`config.mk`:
```
export PLATFORM = sky130hd
export DESIGN_NAME = char_lcd_bus_sequencer_core
export DESIGN_NICKNAME = d
export VERILOG_FILES = /design/src/sv/lcdseq_pkg.sv /design/src/sv/lcdseq_ctrl.sv /design/src/sv/lcdseq_dp.sv /design/src/sv/char_lcd_bus_sequencer_core.sv
export SDC_FILE = /design/constraint.sdc
export NUM_CORES = 1
export LEC_CHECK = 0
export ABC_AREA = 1
export BUFFER_PORTS_ARGS = -buffer_cell sky130_fd_sc_hd__buf_2
export CAP_MARGIN = 5
export CORE_ASPECT_RATIO = 2
export CORE_MARGIN = 3
export CORE_UTILIZATION = 57
export CTS_CLUSTER_SIZE = 12
export DETAILED_ROUTE_END_ITERATION = 8
export PLACE_DENSITY = 0.78
export SLEW_MARGIN = 20
export SYNTH_ARGS = -nofsm -noshare
export SYNTH_HDL_FRONTEND = slang
export SYNTH_HIERARCHICAL = 1
export SYNTH_SLANG_ARGS = --single-unit
```
`constraint.sdc`:
```
create_clock -name clk -period 2.25 [get_ports clk]
set_input_delay 0.3375 -clock clk [delete_from_list [all_inputs] [get_ports clk]]
set_output_delay 0.3375 -clock clk [all_outputs]
set_load 0.01 [all_outputs]
```
`src/sv/lcdseq_pkg.sv`:
```
// Shared types, codes and constant tables of the character LCD bus sequencer.
// No dependencies; every other file of the block imports this package.
package lcdseq_pkg;

    localparam int unsigned HOLD_W  = 20;
    localparam int unsigned PULSE_W = 16;
    localparam int unsigned CFG_W   = 20;

    // Command codes of the request
    typedef enum logic [2:0] {
        CMD_INSTR  = 3'd0,
        CMD_DATA   = 3'd1,
        CMD_CURSOR = 3'd2,
        CMD_CLEAR  = 3'd3,
        CMD_INIT   = 3'd4
    } cmd_t;

    // Configuration register indexes
    typedef enum logic [2:0] {
        CFG_FOUR_BIT   = 3'd0,
        CFG_FOUR_LINE  = 3'd1,
        CFG_PULSE      = 3'd2,
        CFG_CLEAR_WAIT = 3'd3,
        CFG_POWER_UP   = 3'd4
    } cfg_index_t;

    localparam logic                 RST_FOUR_BIT   = 1'b1;
    localparam logic                 RST_FOUR_LINE  = 1'b0;
    localparam logic [PULSE_W-1:0]   RST_PULSE      = 16'd1000;
    localparam logic [PULSE_W-1:0]   RST_CLEAR_WAIT = 16'd1000;
    localparam logic [HOLD_W-1:0]    RST_POWER_UP   = 20'd50000;

    localparam logic [7:0] INSTR_CLEAR      = 8'h01;
    localparam logic [7:0] INSTR_SET_DDRAM  = 8'h80;

    // Init program steps; the byte-bus program skips the second function set
    localparam logic [2:0] INIT_FIRST      = 3'd0;
    localparam logic [2:0] INIT_FUNC_4BIT  = 3'd1;
    localparam logic [2:0] INIT_AFTER_FUNC = 3'd2;
    localparam logic [2:0] INIT_WAIT       = 3'd4;
    localparam logic [2:0] INIT_LAST       = 3'd5;

    typedef enum logic [1:0] {
        ST_IDLE,
        ST_PWR,
        ST_BYTE,
        ST_CWAIT
    } lcd_state_t;

    typedef enum logic [1:0] {
        MODE_SINGLE,
        MODE_CLEAR,
        MODE_INIT
    } run_mode_t;

    // Controller to datapath commands
    typedef struct packed {
        logic       load;        // take a new byte, restart the phase count
        logic       load_init;   // byte from the init table, else from the request
        logic [2:0] init_idx;
        logic       emit_pulse;  // put out the current phase of the byte
        logic       emit_wait;   // put out a wait phase
        logic       wait_power;  // wait is the power-up wait
        logic       last;
    } ctl_t;

    // Datapath to controller status
    typedef struct packed {
        logic byte_done;
        logic four_bit;
        logic cursor_ok;
    } sts_t;

    function automatic logic [7:0] init_byte(input logic [2:0] idx, input logic four_bit);
        logic [7:0] b;
        unique case (idx)
            3'd0:    b = four_bit ? 8'h02 : 8'h38;
            3'd1:    b = 8'h28;
            3'd2:    b = 8'h0C;
            3'd3:    b = 8'h01;
            3'd5:    b = 8'h06;
            default: b = 8'h00;
        endcase
        return b;
    endfunction

    function automatic logic [7:0] line_offset(input logic [1:0] row);
        logic [7:0] off;
        unique case (row)
            2'd0: off = 8'h00;
            2'd1: off = 8'h40;
            2'd2: off = 8'h10;
            2'd3: off = 8'h50;
        endcase
        return off;
    endfunction

endpackage

```
`src/sv/lcdseq_ctrl.sv`:
```
// Controller state machine of the LCD bus sequencer: walks each request's phase run.
// Depends on lcdseq_pkg; drives lcdseq_dp through ctl_t and reads sts_t back.
module lcdseq_ctrl import lcdseq_pkg::*; (
    input  logic       clk,
    input  logic       rst_n,
    input  logic       start,
    input  logic [2:0] cmd,
    input  sts_t       sts,
    output ctl_t       ctl,
    output logic       busy
);

    lcd_state_t state_reg, state_next;
    run_mode_t  mode_reg, mode_next;
    logic [2:0] prog_reg, prog_next;
    logic [2:0] step_nxt;

    always_ff @(posedge clk or negedge rst_n)
    begin
        if (!rst_n)
        begin
            state_reg <= ST_IDLE;
            mode_reg  <= MODE_SINGLE;
            prog_reg  <= INIT_FIRST;
        end
        else
        begin
            state_reg <= state_next;
            mode_reg  <= mode_next;
            prog_reg  <= prog_next;
        end
    end

    assign busy = (state_reg != ST_IDLE);

    // next init step; the byte bus has no second function set
    assign step_nxt = (prog_reg == INIT_FIRST && !sts.four_bit) ? INIT_AFTER_FUNC
                                                               : prog_reg + 3'd1;

    always_comb
    begin
        state_next = state_reg;
        mode_next  = mode_reg;
        prog_next  = prog_reg;
        ctl        = '0;
        unique case (state_reg)
            ST_IDLE:
            begin
                if (start)
                begin
                    unique case (cmd)
                        CMD_INSTR, CMD_DATA:
                        begin
                            ctl.load   = 1'b1;
                            mode_next  = MODE_SINGLE;
                            state_next = ST_BYTE;
                        end
                        CMD_CURSOR:
                        begin
                            if (sts.cursor_ok)
                            begin
                                ctl.load   = 1'b1;
                                mode_next  = MODE_SINGLE;
                                state_next = ST_BYTE;
                            end
                        end
                        CMD_CLEAR:
                        begin
                            ctl.load   = 1'b1;
                            mode_next  = MODE_CLEAR;
                            state_next = ST_BYTE;
                        end
                        CMD_INIT:
                        begin
                            mode_next  = MODE_INIT;
                            state_next = ST_PWR;
                        end
                        default:
                        begin
                            state_next = ST_IDLE;
                        end
                    endcase
                end
            end
            ST_PWR:
            begin
                ctl.emit_wait  = 1'b1;
                ctl.wait_power = 1'b1;
                ctl.load       = 1'b1;
                ctl.load_init  = 1'b1;
                ctl.init_idx   = INIT_FIRST;
                prog_next      = INIT_FIRST;
                state_next     = ST_BYTE;
            end
            ST_BYTE:
            begin
                ctl.emit_pulse = 1'b1;
                if (sts.byte_done)
                begin
                    unique case (mode_reg)
                        MODE_CLEAR:
                        begin
                            state_next = ST_CWAIT;
                        end
                        MODE_INIT:
                        begin
                            if (prog_reg == INIT_LAST)
                            begin
                                ctl.last   = 1'b1;
                                state_next = ST_IDLE;
                            end
                            else if (step_nxt == INIT_WAIT)
                            begin
                                prog_next  = INIT_WAIT;
                                state_next = ST_CWAIT;
                            end
                            else
                            begin
                                ctl.load      = 1'b1;
                                ctl.load_init = 1'b1;
                                ctl.init_idx  = step_nxt;
                                prog_next     = step_nxt;
                            end
                        end
                        default:
                        begin
                            ctl.last   = 1'b1;
                            state_next = ST_IDLE;
                        end
                    endcase
                end
            end
            ST_CWAIT:
            begin
                ctl.emit_wait = 1'b1;
                if (mode_reg == MODE_INIT)
                begin
                    ctl.load      = 1'b1;
                    ctl.load_init = 1'b1;
                    ctl.init_idx  = INIT_LAST;
                    prog_next     = INIT_LAST;
                    state_next    = ST_BYTE;
                end
                else
                begin
                    ctl.last   = 1'b1;
                    state_next = ST_IDLE;
                end
            end
        endcase
    end

endmodule

```
`src/sv/lcdseq_dp.sv`:
```
// Datapath of the LCD bus sequencer: configuration registers, byte and phase
// registers and the registered phase outputs. Depends on lcdseq_pkg.
module lcdseq_dp import lcdseq_pkg::*; (
    input  logic              clk,
    input  logic              rst_n,
    input  logic              cfg_valid,
    input  logic [2:0]        cfg_index,
    input  logic [CFG_W-1:0]  cfg_data,
    input  logic [2:0]        cmd,
    input  logic [7:0]        byte_value,
    input  logic [1:0]        row,
    input  logic [3:0]        column,
    input  ctl_t              ctl,
    output sts_t              sts,
    output logic              strobe,
    output logic              reg_select,
    output logic              enable_level,
    output logic [7:0]        bus_data,
    output logic [HOLD_W-1:0] hold_time,
    output logic              last
);

    logic               four_bit_reg;
    logic               four_line_reg;
    logic [PULSE_W-1:0] pulse_reg;
    logic [PULSE_W-1:0] clear_wait_reg;
    logic [HOLD_W-1:0]  power_up_reg;

    logic [7:0]         byte_reg, byte_next;
    logic               rs_reg, rs_next;
    logic [1:0]         phase_reg, phase_next;

    logic               strobe_reg;
    logic               rs_out_reg, en_out_reg, last_out_reg;
    logic [7:0]         data_out_reg;
    logic [HOLD_W-1:0]  hold_out_reg;

    logic [7:0]         req_byte;
    logic [7:0]         phase_data;

    always_ff @(posedge clk or negedge rst_n)
    begin
        if (!rst_n)
        begin
            four_bit_reg   <= RST_FOUR_BIT;
            four_line_reg  <= RST_FOUR_LINE;
            pulse_reg      <= RST_PULSE;
            clear_wait_reg <= RST_CLEAR_WAIT;
            power_up_reg   <= RST_POWER_UP;
        end
        else if (cfg_valid)
        begin
            unique case (cfg_index)
                CFG_FOUR_BIT:   four_bit_reg   <= cfg_data[0];
                CFG_FOUR_LINE:  four_line_reg  <= cfg_data[0];
                CFG_PULSE:      pulse_reg      <= cfg_data[PULSE_W-1:0];
                CFG_CLEAR_WAIT: clear_wait_reg <= cfg_data[PULSE_W-1:0];
                CFG_POWER_UP:   power_up_reg   <= cfg_data[HOLD_W-1:0];
                default:        ;
            endcase
        end
    end

    // byte the request itself asks for
    always_comb
    begin
        unique case (cmd)
            CMD_INSTR, CMD_DATA: req_byte = byte_value;
            CMD_CURSOR:          req_byte = INSTR_SET_DDRAM | line_offset(row)
                                            | {4'b0000, column};
            CMD_CLEAR:           req_byte = INSTR_CLEAR;
            default:             req_byte = 8'h00;
        endcase
    end

    always_comb
    begin
        byte_next  = byte_reg;
        rs_next    = rs_reg;
        phase_next = phase_reg;
        if (ctl.emit_pulse)
        begin
            phase_next = phase_reg + 2'd1;
        end
        if (ctl.load)
        begin
            byte_next  = ctl.load_init ? init_byte(ctl.init_idx, four_bit_reg) : req_byte;
            rs_next    = !ctl.load_init && (cmd == CMD_DATA);
            phase_next = 2'd0;
        end
    end

    always_ff @(posedge clk or negedge rst_n)
    begin
        if (!rst_n)
        begin
            phase_reg <= 2'd0;
        end
        else
        begin
            phase_reg <= phase_next;
        end
    end

    always_ff @(posedge clk)
    begin
        byte_reg <= byte_next;
        rs_reg   <= rs_next;
    end

    // nibble bus: high nibble on phases 0 and 1, low nibble on 2 and 3
    always_comb
    begin
        if (four_bit_reg)
        begin
            phase_data = phase_reg[1] ? {4'b0000, byte_reg[3:0]} : {4'b0000, byte_reg[7:4]};
        end
        else
        begin
            phase_data = byte_reg;
        end
    end

    assign sts.byte_done = four_bit_reg ? (phase_reg == 2'd3) : (phase_reg == 2'd1);
    assign sts.four_bit  = four_bit_reg;
    assign sts.cursor_ok = !row[1] || four_line_reg;

    always_ff @(posedge clk or negedge rst_n)
    begin
        if (!rst_n)
        begin
            strobe_reg <= 1'b0;
        end
        else
        begin
            strobe_reg <= ctl.emit_pulse || ctl.emit_wait;
        end
    end

    // payload holds between phases, so a clear wait repeats RS and data
    always_ff @(posedge clk)
    begin
        if (ctl.emit_pulse)
        begin
            rs_out_reg   <= rs_reg;
            en_out_reg   <= !phase_reg[0];
            data_out_reg <= phase_data;
            hold_out_reg <= {{(HOLD_W-PULSE_W){1'b0}}, pulse_reg};
            last_out_reg <= ctl.last;
        end
        else if (ctl.emit_wait)
        begin
            en_out_reg   <= 1'b0;
            last_out_reg <= ctl.last;
            if (ctl.wait_power)
            begin
                rs_out_reg   <= 1'b0;
                data_out_reg <= 8'h00;
                hold_out_reg <= power_up_reg;
            end
            else
            begin
                hold_out_reg <= {{(HOLD_W-PULSE_W){1'b0}}, clear_wait_reg};
            end
        end
    end

    assign strobe       = strobe_reg;
    assign reg_select   = rs_out_reg;
    assign enable_level = en_out_reg;
    assign bus_data     = data_out_reg;
    assign hold_time    = hold_out_reg;
    assign last         = last_out_reg;

endmodule

```
`src/sv/char_lcd_bus_sequencer_core.sv`:
```
// Top level of the character LCD bus sequencer.
// Depends on lcdseq_pkg, lcdseq_ctrl and lcdseq_dp.
//
// Usage:
//   Request channel: drive cmd, byte_value, row and column with start high;
//   the request is taken at a rising edge where start is high and busy is low.
//   Configuration channel: cfg_valid with cfg_index and cfg_data; cfg_ready is
//   always high, so a write lands at the edge where cfg_valid is high. Write
//   only while busy is low and no phase is still showing.
//   Result channel: each bus phase (reg_select, enable_level, bus_data,
//   hold_time, last) is shown for one cycle with strobe high; last marks the
//   final phase of a request's run. The receiver cannot hold phases off.
// Timing:
//   One phase leaves per clock as the controller steps through the run; the
//   request edge moves it out of idle and each phase is registered on its
//   way to the pins. Busy stays high while the run is walked, so no new
//   request is taken meanwhile. Requests that give no phases leave busy low.
// Reset:
//   rst_n low returns the controller to idle, drops strobe and reloads the
//   configuration registers with their power-on values.
module char_lcd_bus_sequencer_core import lcdseq_pkg::*; (
    input  logic              clk,
    input  logic              rst_n,
    input  logic              start,
    output logic              busy,
    input  logic [2:0]        cmd,
    input  logic [7:0]        byte_value,
    input  logic [1:0]        row,
    input  logic [3:0]        column,
    input  logic              cfg_valid,
    output logic              cfg_ready,
    input  logic [2:0]        cfg_index,
    input  logic [CFG_W-1:0]  cfg_data,
    output logic              strobe,
    output logic              reg_select,
    output logic              enable_level,
    output logic [7:0]        bus_data,
    output logic [HOLD_W-1:0] hold_time,
    output logic              last
);

    ctl_t ctl;
    sts_t sts;

    // configuration writes are never held off
    assign cfg_ready = 1'b1;

    // sequence each request into byte and wait steps
    lcdseq_ctrl u_ctrl (
        .clk   (clk),
        .rst_n (rst_n),
        .start (start),
        .cmd   (cmd),
        .sts   (sts),
        .ctl   (ctl),
        .busy  (busy)
    );

    // hold configuration, split bytes into phases, register the pins
    lcdseq_dp u_dp (
        .clk          (clk),
        .rst_n        (rst_n),
        .cfg_valid    (cfg_valid && cfg_ready),
        .cfg_index    (cfg_index),
        .cfg_data     (cfg_data),
        .cmd          (cmd),
        .byte_value   (byte_value),
        .row          (row),
        .column       (column),
        .ctl          (ctl),
        .sts          (sts),
        .strobe       (strobe),
        .reg_select   (reg_select),
        .enable_level (enable_level),
        .bus_data     (bus_data),
        .hold_time    (hold_time),
        .last         (last)
    );

endmodule

```
-- Yosys cells after proc, flatten, opt, wreduce, memory -nomap -nowiden
Index checks and enable logic that the tools add are counted.
- logic and storage cells: 145
- output and inout bits: 34
- input port bits: 44
- register bits: 104
- equal/unequal tests: 32
- bitwise gates (word level): 1
- multiplexer cells: 60
- reductions and logical operators: 32
- add/subtract/negate cells: 2
- operators by type and width (cell ; number):
    8-bit 2-to-1 mux ; 5
    8-bit one-hot mux with 5 select lines ; 1
    16-bit 2-to-1 mux ; 2
    7-bit one-hot mux with 4 select lines ; 1
    5-bit 2-to-1 mux ; 5
    8-bit one-hot mux with 3 select lines ; 1
    20-bit 2-to-1 mux ; 1
    3-bit by 2-bit equality test with 1-bit output, second input constant ; 6
    2-bit 2-to-1 mux ; 9
    3-bit 2-to-1 mux ; 6
    1-bit 2-to-1 mux ; 16
    2-bit one-hot mux with 4 select lines ; 2
    3-bit equality test, second input constant ; 5
    2-bit equality test, second input constant ; 6
    3-bit logical NOT ; 4
    4-bit one-hot mux with 3 select lines ; 1
    2-bit AND reduction ; 6
    3-bit by 1-bit equality test with 1-bit output, second input constant ; 3
    3-bit one-hot mux with 3 select lines ; 1
    2-bit by 1-bit equality test with 1-bit output, second input constant ; 4
    2-bit != test, second input constant ; 4
    8-bit by 4-bit bitwise OR with 8-bit output ; 1
    4-bit AND reduction ; 2
    2-bit nonzero test ; 4
    other kinds (21) ; 31

-- Longest topological paths before layout
Gate-level depths: netlist of the first run.
- depth in word-level cells: 12
- depth in mapped cells: 12
- gate-level depth less buffers: 12

-- Cells and area by module
Netlist of the first run, hierarchy kept.
- modules (own cells, without submodules) (module ; area each (sq um) ; cells each ; instances):
    lcdseq_dp ; 4274.1 ; 431 ; 1
    lcdseq_ctrl ; 634.4 ; 100 ; 1
    char_lcd_bus_sequencer_core ; 11.3 ; 2 ; 1

-- Worst setup path before layout of the first run
OpenSTA, ideal clock, no wires.
- path type: register -> register
- start point: register u_dp.four_bit_reg
- end point: register u_dp.byte_reg[3] (data pin)
- slack: 347 ps
- arrival: 1651 ps
- setup time: 252 ps
- period minus slack after synthesis: 1903 ps
- cell stages (with the launch flop): 12
- path through: dfstp_2 -> o21ai_0 -> nor2_1 -> inv_1 -> nor2_1 -> inv_1 -> o21ai_0 -> inv_1 -> nand3_1 -> nand3_1 -> nand2_1 -> nand2_1
- RTL lines (element ; line ; text):
    from (decl) ; lcdseq_dp.sv:23 ; logic four_bit_reg;
    from (signal assigned) ; lcdseq_dp.sv:54 ; CFG_FOUR_BIT: four_bit_reg <= cfg_data[0];
    to (signal assigned) ; lcdseq_dp.sv:107 ; byte_reg <= byte_next;
    to (decl) ; lcdseq_dp.sv:29 ; logic [7:0] byte_reg, byte_next;

==> run metrics, run 1 <==
most common cell in the netlist nand2_1; Final Cell Area around 5600 um^2; CP Buf/Inv Count 3; GP Congestion between 0.8 and 0.9; Clock Tree Buf Depth 2; Crit Path Max Fanout 6; DP Area roughly 5300 um^2; RSZ-0062 raised after global routing no; status complete, no violations; Synth Cell Area ~4900 um^2; WP data arrival about 2.1 ns; actual slew at the worst max-slew pin just under 0.8 ns; Reg area approximately 2800 um^2; Slew headroom 48.1%; Reg-to-Reg Start u_dp/four_bit_reg; Post-synth top cells nand2_1 (136), inv_1 (60), dfrtp_1 (45); # diodes 0; net count after synthesis roughly 580; synthesized area per cell 9.23 um^2; yosys warns 6; HP Class input port to flip-flop; worst hold stages 3; 1st-pass router iterations 5; vias in the first global route a little under 4000; Worst Slack Setup Final between 0.2 and 0.3 ns; worst hold start cfg_data[16]; H-tree depth 3; area grow syn2layout 14.3%; WHS about 0.23 ns; Port Buffers between 70 and 80; kind of cell adding the most delay to the critical path simple AND/OR/NAND/NOR gates; DR WL met2 approximately 5900 um; Initial Utilization about three fifths; R2R cell count 11; Die X between 70 and 80 um; pin count of the biggest net entering global routing 41; Post-synth EDFFs 36; drc violations 0; Final Slew Violations 0; WL met1 3790 um; number of setup buffers added after CTS 0; Core Box Area approximately 8400 um^2; final hold violation count 0; DRT iter0 DRCs roughly 350; CP Data Required Time around 2.4 ns; largest area contributor in the netlist dfrtp_1; die footprint between 9000 and 10000 um^2; global-route congestion overflow total 0; footprint of the multi-input gates around 1700 um^2; sequential area share after synthesis 56.6%; all-layer global routing usage between 20% and 30%; r2r endpoint u_dp/byte_reg[3]; Mapped Cells between 500 and 600; cts bufs inserted 9; most used cell, CP inv_1; CP Class flip-flop to flip-flop; initial antenna violation count 0; worst path cell trace o21ai_0 > nor2_1 > inv_1 > nor2_2 > inv_1 > o21ai_2 > inv_1 > nand3_1 > nand3_1 > nand2_1 > nand2_1; asr flop ratio synth approximately 62%; Post-synth top flop dfrtp_1; Ports 78; pre-CTS WS about 0.032 ns; fin crit period roughly 2 ns; ANT nets after route 0; highest metal used met4; CTS Root Cell clkbuf_16; CP endpoint kind flip-flop; ratio of total power to cell area about 1100 nW/um^2; Max Clock Skew roughly 0.0047 ns; number of vias per cell approximately 5.4; Slowest cell on crit path dfstp_2; reg-to-reg slack, setup 0.26 ns; Fill cells about 670; Core Util, Final about two thirds; Final nets around 660; fmax 502 MHz; worst-skew pair later-pin latency 0.35 ns; Die Ht 137 um; TritonCTS clock tree built; delay of the slowest critical-path stage between 0.5 and 0.6 ns; post-synth top area share between 20% and 30%; Pleak 2.69 nW; unique cell type count in the Yosys netlist 33; WL/cell approximately 15 um; clock slew at reported path FFs 0.07 ns; number of synthesized register bits approximately 100; Final Cycle Share around nine tenths; Setup-failing EPs final 0; share of cells above drive strength 1 27.8%; worst vdd ir about 0.52 mV; DR WL met3 between 500 and 600 um; FP Rows 47; Setup TNS 0 ns; crit path launch type flip-flop; Max-Cap Viols 0; post-DP HPWL about 7600 um; WL final around 10000 um; dominant cells by area after synthesis dfrtp_1 (23%), edfxtp_1 (22%), nand2_1 (10%); hold path endpoint u_dp/power_up_reg[16]; vias post-DR about 3900; first-pass GRT wire length roughly 18000 um; Clock Sinks approximately 100
-- metrics by stage --
stage / std cells / power, W
floorplan: 533 / 0.00420
global placement: 693 / 0.00478
detailed placement: 693 / 0.00487
CTS: 710 / 0.00637
global route: 710 / 0.00673
finish: 710 / 0.00633
-- worst max path at each step --
stage	slack (ns)	startpoint	depth (start not counted)	end
after floorplan	0.35	u_dp/four_bit_reg	11	u_dp/byte_reg[3]
after global placement	0.12	u_dp/four_bit_reg	11	u_dp/byte_reg[3]
after detailed placement	0.03	u_dp/four_bit_reg	11	u_dp/byte_reg[3]
after CTS	0.03	u_dp/four_bit_reg	11	u_dp/byte_reg[3]
after global routing	0.06	u_dp/four_bit_reg	11	u_dp/byte_reg[3]
final	0.26	u_dp/four_bit_reg	11	u_dp/byte_reg[3]
-- power breakdown --
group	switching [W]	leakage (nW)	internal, W
clock	0.000713	0.139	0.000773
combinational	0.00125	1.40	0.000675
sequential	0.000249	1.15	0.00267
-- cell usage in the layout, fill, tap and decap left out --
cell           Yosys  final
nand3_2            2      2
edfxtp_1          36     36
dlygate4sd3_1      0      1
o21ai_1           26     26
nor3_1             3      3
nor4_1             1      1
inv_8              0      1
nand3_4            1      1
clkinvlp_4         0      1
buf_2              9     76
nand3b_1           1      1
o32ai_1            1      1
nor2_4             2      2
clkinv_4           0      2
nand3_1           20     20
o21ai_2           28     29
nor2_1            35     33
dfxtp_1            4      4
nand2_1          136    136
dfrtp_1           45     45
o21ai_0           17     16
inv_1             60     60
o211ai_1           1      1
o21a_1             1      1
ha_1               5      5
buf_4              3      8
clkbuf_16          0      9
inv_2              5      5
nor2_2             5      7
nand2_2            3      3
inv_4              1      1
inv_6              0      3
or2_1              1      1
nand4_1            9      9
conb_1             1      1
buf_12             0      1
dfstp_2           19     19
a21oi_1           41     41
-- metal layers --
layer / up-vias / global-route usage (%)
met1: 1816 / 24.7
met4: 0 / 12.2
li1: 1887 / -
met3: 19 / 4.16
met2: 137 / 42.9
met5: - / 0
-- worst min-delay path, delay by kind of cell --
family,cells,cell delay (ns)
compound gates,1,0.05
buf+inv,2,0.15
-- cell families after synthesis --
| logic type | after synthesis | share of synthesized area (%) |
|---|---|---|
| AO/OA/AOI/OAI | 115 | 14.0 |
| adder cells (fa/ha/maj) | 5 | 1.27 |
| buffers and inverters | 89 | 8.83 |
| flip-flops | 104 | 56.6 |
| other | 1 | 0.0762 |
| AND/OR/NAND/NOR | 219 | 19.2 |
-- final cells by class --
class                           count  share of cell area (%)
Clock inverter                      7                    1.11
Tap cell                           98                    2.18
Sequential cell                   104                    49.5
Inverter                           66                    4.45
Clock buffer                        9                    4.00
Multi-Input combinational cell    340                    30.4
Timing Repair Buffer               86                    8.36
-- what timing repair did --
item,4_1_cts,5_1_grt
hold buffers,1,0
gates resized for setup,0,4
endpoints found under the hold margin,13,0
endpoints found under the setup margin,0,4
No activity file was read; power rests on OpenSTA's default activity.
==> run 2, diff against run 1 <==
BUFFER_PORTS_ARGS = -buffer_cell sky130_fd_sc_hd__buf_4   (was -buffer_cell sky130_fd_sc_hd__buf_2)
==> run metrics, run 2 (synthesis results as in run 1) <==
status complete, no violations; WL/cell between 15 and 20 um; Internal Power around 0.0043 W; 1st-pass router iterations 6; number of vias per cell 5.49; fmax about 500 MHz; FP Rows 47; ratio of total power to cell area ~1100 nW/um^2; Final nets 652; vias post-DR around 3900; # diodes 0; Die Ht ~140 um; Final Cycle Share approximately nine tenths; Port Buffers 76; GP Congestion around 0.85; HP Class input port to asynchronous set/reset pin; Final Cell Area around 5800 um^2; Reg-to-Reg Start u_dp/four_bit_reg; share of cells above drive strength 1 26.6%; CP startpoint u_dp/four_bit_reg; Initial Utilization between 50 and 60%; Sw Ratio between 30% and 40%; Pleak ~2.7 nW; Fill cells 680; WHS roughly 0.085 ns; Core Box Area between 8000 and 9000 um^2; first-pass GRT wire length 17600 um; cts hold-fix bufs 0; Setup-failing EPs final 0; DRT iter0 DRCs 308; crit path launch type flip-flop; Setup TNS 0 ns; Sequential Power Share 45.7%; ANT nets after route 0; die footprint approximately 10000 um^2; vias in the first global route ~3800; TritonCTS clock tree built; initial antenna violation count 0; pin count of the biggest net entering global routing 65; worst vdd ir between 0.5 and 0.6 mV; global-route congestion overflow total 0; net switching power 0.00217 W; Worst Slack Setup Final 0.228 ns; area grow syn2layout 16.9%; CP Data Required Time roughly 2.5 ns; Clock Sinks 104; clock slew at reported path FFs roughly 0.060 ns; WL final between 10000 and 15000 um; post-DP HPWL 7730 um; Max Clock Skew ~0.0037 ns; DP Area ~5500 um^2; cts bufs inserted 9; CP Class flip-flop to flip-flop; Final Slew Violations 0; actual slew at the worst max-slew pin 0.807 ns; Crit Path Max Fanout 11; Clock Tree Buf Depth 2; final hold violation count 0; RSZ-0062 raised after global routing no; H-tree depth 3; most common cell after layout, fill and taps aside nand2_1; fin crit period 2.02 ns; CTS Root Cell clkbuf_16; WP data arrival around 2.3 ns; most frequent cells in the layout nand2_1 (136), buf_4 (81), inv_1 (60); all-layer global routing usage between 20 and 25%; Ports 78; CP endpoint kind flip-flop; Max-Cap Viols 0; Die X between 70 and 80 um; Slew headroom 46.2%; drc violations 0; Logic pwr share between 30% and 40%; Core Util, Final approximately 70%; share of total power in the clock network 21.5%; pre-CTS WS 0.0844 ns; worst-skew pair later-pin latency roughly 0.34 ns
[run 2: cell count changes in the layout (fill, tap and decap cells not counted), moves of 2 or more]
cell      delta
buf_2       -76
buf_4       +73
clkinv_2     +2
clkbuf_1     +3
inv_6        -3
clkinv_4     -2
[run 2: worst max-delay path, cell delays in order (launching register included)]
cell     delay, ns
dfstp_2       0.57
inv_1         0.09
nor2_4        0.19
nor2_1        0.10
inv_1         0.09
nor2_1        0.08
nand3_1       0.10
nand3_1       0.40
nor3_1        0.32
[run 2: per-stage QoR]
stage | total power [W] | cells
final | 0.00644 | 706
after global routing | 0.00680 | 706
after CTS | 0.00647 | 706
after detailed placement | 0.00507 | 690
after global placement | 0.00498 | 690
after floorplan | 0.00420 | 533
[run 2: path summary, 6_finish.rpt]
check	endpoint	slack [ns]	cells after the start
setup reg to reg	u_dp/phase_reg[0]	0.23	8
min in group clk	u_dp/power_up_reg[19]	0.26	3
hold / removal	u_dp/clear_wait_reg[4]	0.09	1
hold reg to reg	u_dp/hold_time[16]	0.47	2
setup / recovery	u_dp/phase_reg[0]	0.23	8
max in group asynchronous	u_dp/power_up_reg[19]	1.63	1
[run 2: power by group through the flow]
stage / logic (W) / clock network, W / registers, W
after detailed placement: 0.00210 / 0 / 0.00297
after floorplan: 0.00115 / 0 / 0.00305
after global placement: 0.00203 / 0 / 0.00295
final: 0.00211 / 0.00138 / 0.00294
after global routing: 0.00232 / 0.00149 / 0.00299
after CTS: 0.00212 / 0.00142 / 0.00294
[run 2: routing by layer]
layer | vias up | global-route usage, % | routed length, um
met1 | 1857 | 25.0 | 4090
met4 | 0 | 10.0 | 267
met3 | 23 | 3.94 | 497
met5 | - | 0 | 0
met2 | 128 | 43.1 | 6190
li1 | 1870 | - | -
[run 2: what timing repair did]
action,in CTS,in global routing
buffers inserted,0,0
setup endpoints to repair,0,4
gates resized for setup,0,3
[run 2: final cells by class]
| cell class | count | area, um^2 | area share, % |
|---|---|---|---|
| sequential | 104 | 2790 | 48.5 |
| multi-input combinational | 340 | 1710 | 29.7 |
| timing repair buffer | 82 | 628 | 10.9 |
| inverter | 66 | 250 | 4.35 |
| clock buffer | 12 | 236 | 4.11 |
| tap | 98 | 123 | 2.13 |
| clock inverter | 4 | 21.3 | 0.370 |
